[src/rtl/swrc_pkg.sv]
package swrc_pkg;

	// Field widths
	localparam int TIME_BITS_DEF = 48;
	localparam int FUNC_W        = 2;
	localparam int LEN_W         = 31;
	localparam int COUNT_W       = 32;
	localparam int PROD_W        = COUNT_W + LEN_W;

	// Window length after reset
	localparam logic [LEN_W-1:0] LEN_RESET = LEN_W'(1);

	// Saturation value of the counters
	localparam logic [COUNT_W-1:0] COUNT_MAX = {COUNT_W{1'b1}};

	// Operation codes on the input channel
	localparam logic [FUNC_W-1:0] FUNC_RECORD = 2'd0;
	localparam logic [FUNC_W-1:0] FUNC_QUERY  = 2'd1;
	localparam logic [FUNC_W-1:0] FUNC_RESET  = 2'd2;

	// Queue between front and back
	localparam int Q_DEPTH = 2;
	localparam int Q_PTR_W = 1;
	localparam int Q_CNT_W = 2;

	// Divider iteration counter
	localparam int DIV_CNT_W = 6;

	// Classified operation handed to the back end
	typedef enum logic [1:0] {
		KIND_RECORD,
		KIND_QUERY,
		KIND_RESET
	} kind_t;

	// Map an operation code onto its kind; unused codes act as queries
	function automatic kind_t classify(input logic [FUNC_W-1:0] func);
		kind_t k;
		unique case (func)
			FUNC_RECORD: k = KIND_RECORD;
			FUNC_RESET:  k = KIND_RESET;
			default:     k = KIND_QUERY;
		endcase
		return k;
	endfunction

endpackage

[src/rtl/swrc_front.sv]
module swrc_front #(
	parameter int TIME_BITS = swrc_pkg::TIME_BITS_DEF
) (
	input  logic                        clk,
	input  logic                        arst_n,
	input  logic                        s_tvalid,
	output logic                        s_tready,
	input  logic [swrc_pkg::FUNC_W-1:0] s_func,
	input  logic [TIME_BITS-1:0]        s_time,
	output logic                        q_valid,
	input  logic                        q_ready,
	output swrc_pkg::kind_t             q_kind,
	output logic [TIME_BITS-1:0]        q_time
);

	swrc_pkg::kind_t                    kind_q [swrc_pkg::Q_DEPTH];
	logic [TIME_BITS-1:0]               time_q [swrc_pkg::Q_DEPTH];
	logic [swrc_pkg::Q_PTR_W-1:0]       wr_ptr_q;
	logic [swrc_pkg::Q_PTR_W-1:0]       rd_ptr_q;
	logic [swrc_pkg::Q_CNT_W-1:0]       count_q;
	logic                               push;
	logic                               pop;

	// Accept while the queue has room
	assign s_tready = (count_q != swrc_pkg::Q_CNT_W'(swrc_pkg::Q_DEPTH));
	assign q_valid  = (count_q != '0);
	assign q_kind   = kind_q[rd_ptr_q];
	assign q_time   = time_q[rd_ptr_q];
	assign push     = s_tvalid && s_tready;
	assign pop      = q_valid && q_ready;

	// Store classified items
	always_ff @(posedge clk) begin
		if (push) begin
			kind_q[wr_ptr_q] <= swrc_pkg::classify(s_func);
			time_q[wr_ptr_q] <= s_time;
		end
	end

	// Advance pointers and fill count
	always_ff @(posedge clk or negedge arst_n) begin
		if (!arst_n) begin
			wr_ptr_q <= '0;
			rd_ptr_q <= '0;
			count_q  <= '0;
		end else begin
			if (push)
				wr_ptr_q <= wr_ptr_q + 1'b1;
			if (pop)
				rd_ptr_q <= rd_ptr_q + 1'b1;
			case ({push, pop})
				2'b10:   count_q <= count_q + 1'b1;
				2'b01:   count_q <= count_q - 1'b1;
				default: count_q <= count_q;
			endcase
		end
	end

endmodule

[src/rtl/swrc_div.sv]
module swrc_div (
	input  logic                          clk,
	input  logic                          arst_n,
	input  logic                          start,
	input  logic [swrc_pkg::PROD_W-1:0]   dividend,
	input  logic [swrc_pkg::LEN_W-1:0]    divisor,
	output logic                          done,
	output logic [swrc_pkg::COUNT_W-1:0]  quotient
);

	// Quotient is known to fit COUNT_W bits, so the upper dividend part
	// starts below the divisor and only COUNT_W steps are needed.
	logic [swrc_pkg::LEN_W-1:0]     rem_q;
	logic [swrc_pkg::COUNT_W-1:0]   dvd_q;
	logic [swrc_pkg::DIV_CNT_W-1:0] cnt_q;
	logic                           busy_q;
	logic [swrc_pkg::LEN_W:0]       trial;
	logic                           fits;

	assign trial    = {rem_q, dvd_q[swrc_pkg::COUNT_W-1]};
	assign fits     = (trial >= {1'b0, divisor});
	assign done     = busy_q && (cnt_q == '0);
	assign quotient = dvd_q;

	// Shift in one quotient bit per cycle
	always_ff @(posedge clk) begin
		if (start) begin
			rem_q <= dividend[swrc_pkg::PROD_W-1:swrc_pkg::COUNT_W];
			dvd_q <= dividend[swrc_pkg::COUNT_W-1:0];
		end else if (busy_q && cnt_q != '0) begin
			rem_q <= fits ? swrc_pkg::LEN_W'(trial - {1'b0, divisor})
			              : trial[swrc_pkg::LEN_W-1:0];
			dvd_q <= {dvd_q[swrc_pkg::COUNT_W-2:0], fits};
		end
	end

	// Count steps
	always_ff @(posedge clk or negedge arst_n) begin
		if (!arst_n) begin
			busy_q <= 1'b0;
			cnt_q  <= '0;
		end else if (start) begin
			busy_q <= 1'b1;
			cnt_q  <= swrc_pkg::DIV_CNT_W'(swrc_pkg::COUNT_W);
		end else if (busy_q) begin
			if (cnt_q == '0)
				busy_q <= 1'b0;
			else
				cnt_q <= cnt_q - 1'b1;
		end
	end

endmodule

[src/rtl/swrc_back.sv]
module swrc_back #(
	parameter int TIME_BITS = swrc_pkg::TIME_BITS_DEF
) (
	input  logic                          clk,
	input  logic                          arst_n,
	input  logic [swrc_pkg::LEN_W-1:0]    len,
	input  logic                          q_valid,
	output logic                          q_ready,
	input  swrc_pkg::kind_t               q_kind,
	input  logic [TIME_BITS-1:0]          q_time,
	output logic                          m_valid,
	input  logic                          m_ready,
	output logic [swrc_pkg::COUNT_W-1:0]  m_count,
	output logic                          m_rotated
);

	localparam int CMP_W = (TIME_BITS > swrc_pkg::LEN_W) ? TIME_BITS : swrc_pkg::LEN_W;

	typedef enum logic [2:0] {
		ST_IDLE,
		ST_APPLY,
		ST_WEIGHT,
		ST_MUL,
		ST_START,
		ST_DIV,
		ST_DONE
	} state_t;

	state_t                          state_q;
	swrc_pkg::kind_t                 kind_q;
	logic [TIME_BITS-1:0]            now_q;
	logic [TIME_BITS-1:0]            start_q;
	logic [swrc_pkg::COUNT_W-1:0]    cur_q;
	logic [swrc_pkg::COUNT_W-1:0]    prev_q;
	logic                            roll_q;
	logic [swrc_pkg::LEN_W-1:0]      weight_q;
	logic [swrc_pkg::PROD_W-1:0]     prod_q;
	logic [swrc_pkg::COUNT_W-1:0]    quot_q;
	logic [swrc_pkg::COUNT_W-1:0]    count_q;
	logic                            rot_out_q;
	logic                            out_valid_q;

	logic                            later;
	logic [TIME_BITS-1:0]            diff;
	logic [CMP_W-1:0]                diff_x;
	logic [CMP_W-1:0]                len_x;
	logic                            roll;
	logic [swrc_pkg::LEN_W-1:0]      elapsed;
	logic [swrc_pkg::COUNT_W:0]      sum;
	logic                            div_start;
	logic                            div_done;
	logic [swrc_pkg::COUNT_W-1:0]    div_quot;

	// Elapsed time against the current window start
	assign later   = (now_q >= start_q);
	assign diff    = now_q - start_q;
	assign diff_x  = CMP_W'(diff);
	assign len_x   = CMP_W'(len);
	assign roll    = (kind_q == swrc_pkg::KIND_RECORD) && later && (diff_x >= len_x);
	assign elapsed = !later          ? '0 :
	                 (diff_x > len_x) ? len : diff_x[swrc_pkg::LEN_W-1:0];

	// Final sum with saturation
	assign sum = {1'b0, cur_q} + {1'b0, quot_q};

	assign q_ready   = (state_q == ST_IDLE);
	assign div_start = (state_q == ST_START);
	assign m_valid   = out_valid_q;
	assign m_count   = count_q;
	assign m_rotated = rot_out_q;

	swrc_div u_div (
		.clk      (clk),
		.arst_n   (arst_n),
		.start    (div_start),
		.dividend (prod_q),
		.divisor  (len),
		.done     (div_done),
		.quotient (div_quot)
	);

	// Sequence one item: update state, weight, multiply, divide, deliver
	always_ff @(posedge clk or negedge arst_n) begin
		if (!arst_n) begin
			state_q     <= ST_IDLE;
			start_q     <= '0;
			cur_q       <= '0;
			prev_q      <= '0;
			out_valid_q <= 1'b0;
		end else begin
			// Raise the result when the output register is free, drop it once taken
			if (state_q == ST_DONE && (!out_valid_q || m_ready))
				out_valid_q <= 1'b1;
			else if (out_valid_q && m_ready)
				out_valid_q <= 1'b0;
			unique case (state_q)
				ST_IDLE: begin
					if (q_valid)
						state_q <= ST_APPLY;
				end
				ST_APPLY: begin
					case (kind_q)
						swrc_pkg::KIND_RECORD: begin
							if (roll) begin
								prev_q  <= cur_q;
								start_q <= now_q;
								cur_q   <= swrc_pkg::COUNT_W'(1);
							end else if (cur_q != swrc_pkg::COUNT_MAX) begin
								cur_q <= cur_q + 1'b1;
							end
						end
						swrc_pkg::KIND_RESET: begin
							start_q <= now_q;
							cur_q   <= '0;
							prev_q  <= '0;
						end
						default: ;
					endcase
					state_q <= ST_WEIGHT;
				end
				ST_WEIGHT: state_q <= ST_MUL;
				ST_MUL:    state_q <= ST_START;
				ST_START:  state_q <= ST_DIV;
				ST_DIV: begin
					if (div_done)
						state_q <= ST_DONE;
				end
				ST_DONE: begin
					if (!out_valid_q || m_ready)
						state_q <= ST_IDLE;
				end
				default: state_q <= ST_IDLE;
			endcase
		end
	end

	// Datapath registers
	always_ff @(posedge clk) begin
		if (state_q == ST_IDLE && q_valid) begin
			kind_q <= q_kind;
			now_q  <= q_time;
		end
		if (state_q == ST_APPLY)
			roll_q <= roll;
		if (state_q == ST_WEIGHT)
			weight_q <= len - elapsed;
		if (state_q == ST_MUL)
			prod_q <= swrc_pkg::PROD_W'(prev_q * weight_q);
		if (state_q == ST_DIV && div_done)
			quot_q <= div_quot;
		if (state_q == ST_DONE && (!out_valid_q || m_ready)) begin
			count_q   <= sum[swrc_pkg::COUNT_W] ? swrc_pkg::COUNT_MAX
			                                    : sum[swrc_pkg::COUNT_W-1:0];
			rot_out_q <= roll_q;
		end
	end

endmodule

[src/rtl/sliding_window_rate_counter_top.sv]
// Sliding window rate counter.
// Input channel s_*: one item per operation. s_tuser carries the operation
// (record, query, reset; the unused code acts as a query), s_tdata the
// millisecond timestamp. Output channel m_*: exactly one item per input item,
// in order; m_tdata is the interpolated count, m_tuser the rotate flag.
// Config channel cfg_*: writes the window length; zero is taken as one.
// Write it only while no item is in flight.
// The execution side takes one item at a time and starts the next only after
// the last result has been handed to the output register. It applies the
// operation, weights the previous count, and then the 32-step shift-subtract
// divider divides the weighted previous count by the window length.
// A two-entry queue sits behind the input, so up to two items are taken
// while the execution side is busy; s_tready drops when it is full.
// When the receiver stalls, the result holds in the output register and the
// execution side waits with the next result until it is taken.
// Reset clears counts, window start and queue, and sets the length to one.
module sliding_window_rate_counter_top #(
	parameter int TIME_BITS = swrc_pkg::TIME_BITS_DEF
) (
	input  logic                         clk,
	input  logic                         arst_n,
	input  logic                         s_tvalid,
	output logic                         s_tready,
	// tdata: now_time
	input  logic [((TIME_BITS+7)/8)*8-1:0] s_tdata,
	// tuser: func
	input  logic [swrc_pkg::FUNC_W-1:0]  s_tuser,
	output logic                         m_tvalid,
	input  logic                         m_tready,
	// tdata: effective_count
	output logic [swrc_pkg::COUNT_W-1:0] m_tdata,
	// tuser: rotated
	output logic                         m_tuser,
	input  logic                         cfg_valid,
	output logic                         cfg_ready,
	input  logic [swrc_pkg::LEN_W-1:0]   cfg_data
);

	logic [swrc_pkg::LEN_W-1:0] len_q;
	logic                       q_valid;
	logic                       q_ready;
	swrc_pkg::kind_t            q_kind;
	logic [TIME_BITS-1:0]       q_time;

	assign cfg_ready = 1'b1;

	// Hold the window length, zero stored as one
	always_ff @(posedge clk or negedge arst_n) begin
		if (!arst_n)
			len_q <= swrc_pkg::LEN_RESET;
		else if (cfg_valid && cfg_ready)
			len_q <= (cfg_data == '0) ? swrc_pkg::LEN_RESET : cfg_data;
	end

	swrc_front #(.TIME_BITS(TIME_BITS)) u_front (
		.clk      (clk),
		.arst_n   (arst_n),
		.s_tvalid (s_tvalid),
		.s_tready (s_tready),
		.s_func   (s_tuser),
		.s_time   (s_tdata[TIME_BITS-1:0]),
		.q_valid  (q_valid),
		.q_ready  (q_ready),
		.q_kind   (q_kind),
		.q_time   (q_time)
	);

	swrc_back #(.TIME_BITS(TIME_BITS)) u_back (
		.clk       (clk),
		.arst_n    (arst_n),
		.len       (len_q),
		.q_valid   (q_valid),
		.q_ready   (q_ready),
		.q_kind    (q_kind),
		.q_time    (q_time),
		.m_valid   (m_tvalid),
		.m_ready   (m_tready),
		.m_count   (m_tdata),
		.m_rotated (m_tuser)
	);

endmodule

[config.mk]
export PLATFORM = sky130hd
export DESIGN_NAME = sliding_window_rate_counter_top
export DESIGN_NICKNAME = d
export VERILOG_FILES = /design/src/rtl/swrc_pkg.sv /design/src/rtl/swrc_front.sv /design/src/rtl/swrc_div.sv /design/src/rtl/swrc_back.sv /design/src/rtl/sliding_window_rate_counter_top.sv
export SDC_FILE = /design/constraint.sdc
export NUM_CORES = 2
export LEC_CHECK = 0
export BUFFER_PORTS_ARGS = -buffer_cell sky130_fd_sc_hd__buf_2
export CORE_ASPECT_RATIO = 0.9
export CORE_UTILIZATION = 40
export DETAILED_ROUTE_END_ITERATION = 7
export PLACE_DENSITY_LB_ADDON = 0.08
export REMOVE_ABC_BUFFERS = 1
export SYNTH_ARGS = -nofsm -noshare
export SYNTH_HDL_FRONTEND = slang
export SYNTH_SLANG_ARGS = --single-unit
[constraint.sdc]
create_clock -name clk -period 10.4 [get_ports clk]
set_input_delay 1.56 -clock clk [delete_from_list [all_inputs] [get_ports clk]]
set_output_delay 1.56 -clock clk [all_outputs]
set_load 0.01 [all_outputs]
==> reports/metrics.yaml <==
nets: 7564
postCtsSetupBuffers: 0
insertion_delay_ns: 0.66
root_buffer: "clkbuf_16"
globalRoute.totalOverflow: 0
seq_area_um2: 15200
end_kind: "flop"
cts-resized-gates: 0
initial_utilization_pct: 40.3
mean_routed_wirelength_per_cell_um: 20.0
worst_ir_drop_vdd_mv: 0.167
pwr-share-seq_pct: 31.2
grt.total_usage_pct: 22.1
timing.slew.headroom_pct: 18.4
antennaDiodeCount: 0
fin_crit_sh_pct: 95.2
area_delta_synth_final_pct: 7.54
synth_most_common_cell: "nand2_1"
switching_share_of_total_power_pct: 45.0
pwr_density_cell_nw_per_um2: 181
p_clk_share_pct: 17.8
wirelength_mm: 165
nFillCells: 14800
postSynth.asyncResetShare_pct: 29.8
ys_top_cells_by_area: "fa_1 29%, edfxtp_1 18%, ha_1 8.9%, dfrtp_1 6.5%, nand2_1 6.1%"
port_buffers: 120
ys.warnings.count: 0
post-route-min-period_ns: 9.90
power.static_leakage_nw: 30.7
startpoint_type_of_the_worst_setup_path: "flop"
tightestPinTransition_ns: 1.22
drive_gt1_share_pct: 7.02
rsz0062_at_grt: "no"
post_synth.cell_area_avg_um2: 9.78
synth_enable_flop_cells: 373
core_area_um2: 151000
top_cell_types_by_occurrence_after_synthesis: "993 x nand2_1, 939 x inv_1, 870 x fa_1"
internal-power_w: 0.00648
worstHoldPathType: "reg2reg"
via_count: 42600
first_global_vias: 44700
yosys_reg_bits: 531
yosys.cell_types.count: 89
die_h_um: 371
cts-htree-levels: 2
most_used_flip_flop_cell_after_synthesis: "edfxtp_1"
worst_r2r_path_depth: 26
vias_per_cell: 5.19
drt_pre_antenna_iters: 5
min_path_cells: 0
multi_input_comb_area_um2: 40700
cts-buffers-inserted: 58
path_max_fanout: 24
detailedPlacementHpwl_mm: 133
ioPinCount: 122
synth_sequential_area_ratio_pct: 25.0
tritoncts: "done"
clock-skew-final_ns: 0.0548
max-cap-violations: 0
synth_area_leader_cell: "fa_1"
setup-tns-final_ns: 0
grt_max_degree: 88
net_switching_component_of_the_power_w: 0.00530
row_count: 135
clock.fmax_ghz: 0.101
detail-route-antenna-nets: 0
yosys.area.top_type_share_pct: 28.7
gp_congestion: 0.896
finish.utilization_pct: 43.3
timing.final.hold_violations: 0
worstPathArrival_ns: 10.25
slew_viol_final: 0
setup_viol: 0
drc: 0
power.combinational.fraction_pct: 51.0
grt_pass1_wl_mm: 263
post_synth_instance_area_um2: 60700
outcome: "finished, final reports clean"
grt_antenna_before_repair: 1
clkTransAtPathRegs_ns: 0.06
worst_ep_required_time_ns: 10.75
cts_hold_repair.buffers: 0
drtIter0Drc: 2534
syn-instance-count: 6206
dieArea_um2: 153000
clk_sink_count: 531
critPathKind: "reg2reg"
clk_path_buf_depth: 3
die_width_um: 413
worst max-delay path, cell delays in order, from the launching register on:
cell and delay [ns]:
edfxtp_1 1.13, buf_4 0.32, nand2_1 0.08, fa_1 0.47, fa_1 0.54, inv_1 0.05
fa_1 0.48, fa_1 0.60, fa_1 0.45, fa_1 0.46, fa_1 0.56, inv_1 0.07
fa_1 0.47, inv_1 0.04, ha_1 0.31, and3_1 0.27, nand2_1 0.13, or4_1 0.52
a211oi_1 0.64, o311ai_1 0.18, buf_4 0.19, a211oi_1 0.55, a21oi_1 0.23, o31ai_1 0.39
nand3_1 0.19, o21ai_1 0.20, xor2_1 0.09
state kept, by name, indices dropped and copies added, names as in the netlist, 32 cells and up:
register / flops
u_back.start_q: 48
u_back.quot_q: 32
u_back.prev_q: 32
u_back.m_count: 32
u_back.prod_q: 63
u_back.u_div.quotient: 32
u_back.cur_q: 32
u_back.now_q: 48
u_front.time_q: 96
power by group through the flow:
stage | logic (W) | clock network (W) | registers [W]
detailed placement | 0.00599 | 0 | 0.00371
global placement | 0.00596 | 0 | 0.00370
floorplan | 0.00405 | 0 | 0.00357
global route | 0.00672 | 0.00224 | 0.00375
CTS | 0.00603 | 0.00216 | 0.00367
finish | 0.00601 | 0.00210 | 0.00367
final cells by class:
class	count	share of cell area [%]
inverter	939	5.40
clock inverter	34	0.516
tap	1986	3.81
sequential	531	23.2
multi-input combinational	4415	62.4
clock buffer	76	2.41
timing repair buffer	232	2.22
metrics by stage:
step                      hold WS [ns]  total power (W)  instances  instance area (um2)  setup WS (ns)
after floorplan                  0.400          0.00761       5885                59300           1.32
after global placement           0.432          0.00966       8103                63300          0.855
after detailed placement         0.436          0.00971       8103                63300          0.731
after CTS                        0.450           0.0119       8213                65200          0.665
after global routing             0.460           0.0127       8213                65200          0.223
final                            0.447           0.0118       8213                65200          0.504
cell families after synthesis:
logic type                 Yosys count  synth area share [%]
AOI/OAI and AO/OA                  816                  8.70
buffers and inverters             1260                  8.02
muxes                              151                  2.74
and+or+nand+nor                   1979                  15.5
other                                1               0.00618
xor gates and xnor gates           167                  2.41
adders and majority gates         1301                  37.6
DFF                                531                  25.0
final timing paths:
path | slack (ns) | to | startpoint
worst max-delay path | 0.50 | u_back.prod_q[60] | u_back.weight_q[18]
worst min-delay path | 0.45 | u_back.quot_q[6] | u_back.u_div.quotient[6]
worst max register to register | 0.50 | u_back.prod_q[60] | u_back.weight_q[18]
worst min register to register | 0.45 | u_back.quot_q[6] | u_back.u_div.quotient[6]
max in group asynchronous | 7.53 | u_back.prev_q[21] | arst_n
min in group asynchronous | 0.89 | u_front.rd_ptr_q | arst_n
placed cells by master (no fill, tap or decap), types with 66 or more instances in the layout:
master	instances
a21oi_1	195
nand2_1	992
fa_1	870
nand3_1	87
inv_1	939
ha_1	431
a21o_1	111
buf_4	112
nor2_1	172
buf_2	119
dfrtp_1	156
o21ai_0	164
and2_1	428
xnor2_1	109
edfxtp_1	373
mux2_2	66
per-layer routing:
metal,vias to the layer above,track usage (%),part of all wire [%],routed length [um]
met3,176,1.95,3.5,5700
met1,21700,29.9,45,73300
li1,19900,-,-,-
met2,764,38.0,49,81100
met5,-,0,0,0
met4,0,5.32,2.7,4430
(Power assumes the default switching activity.)
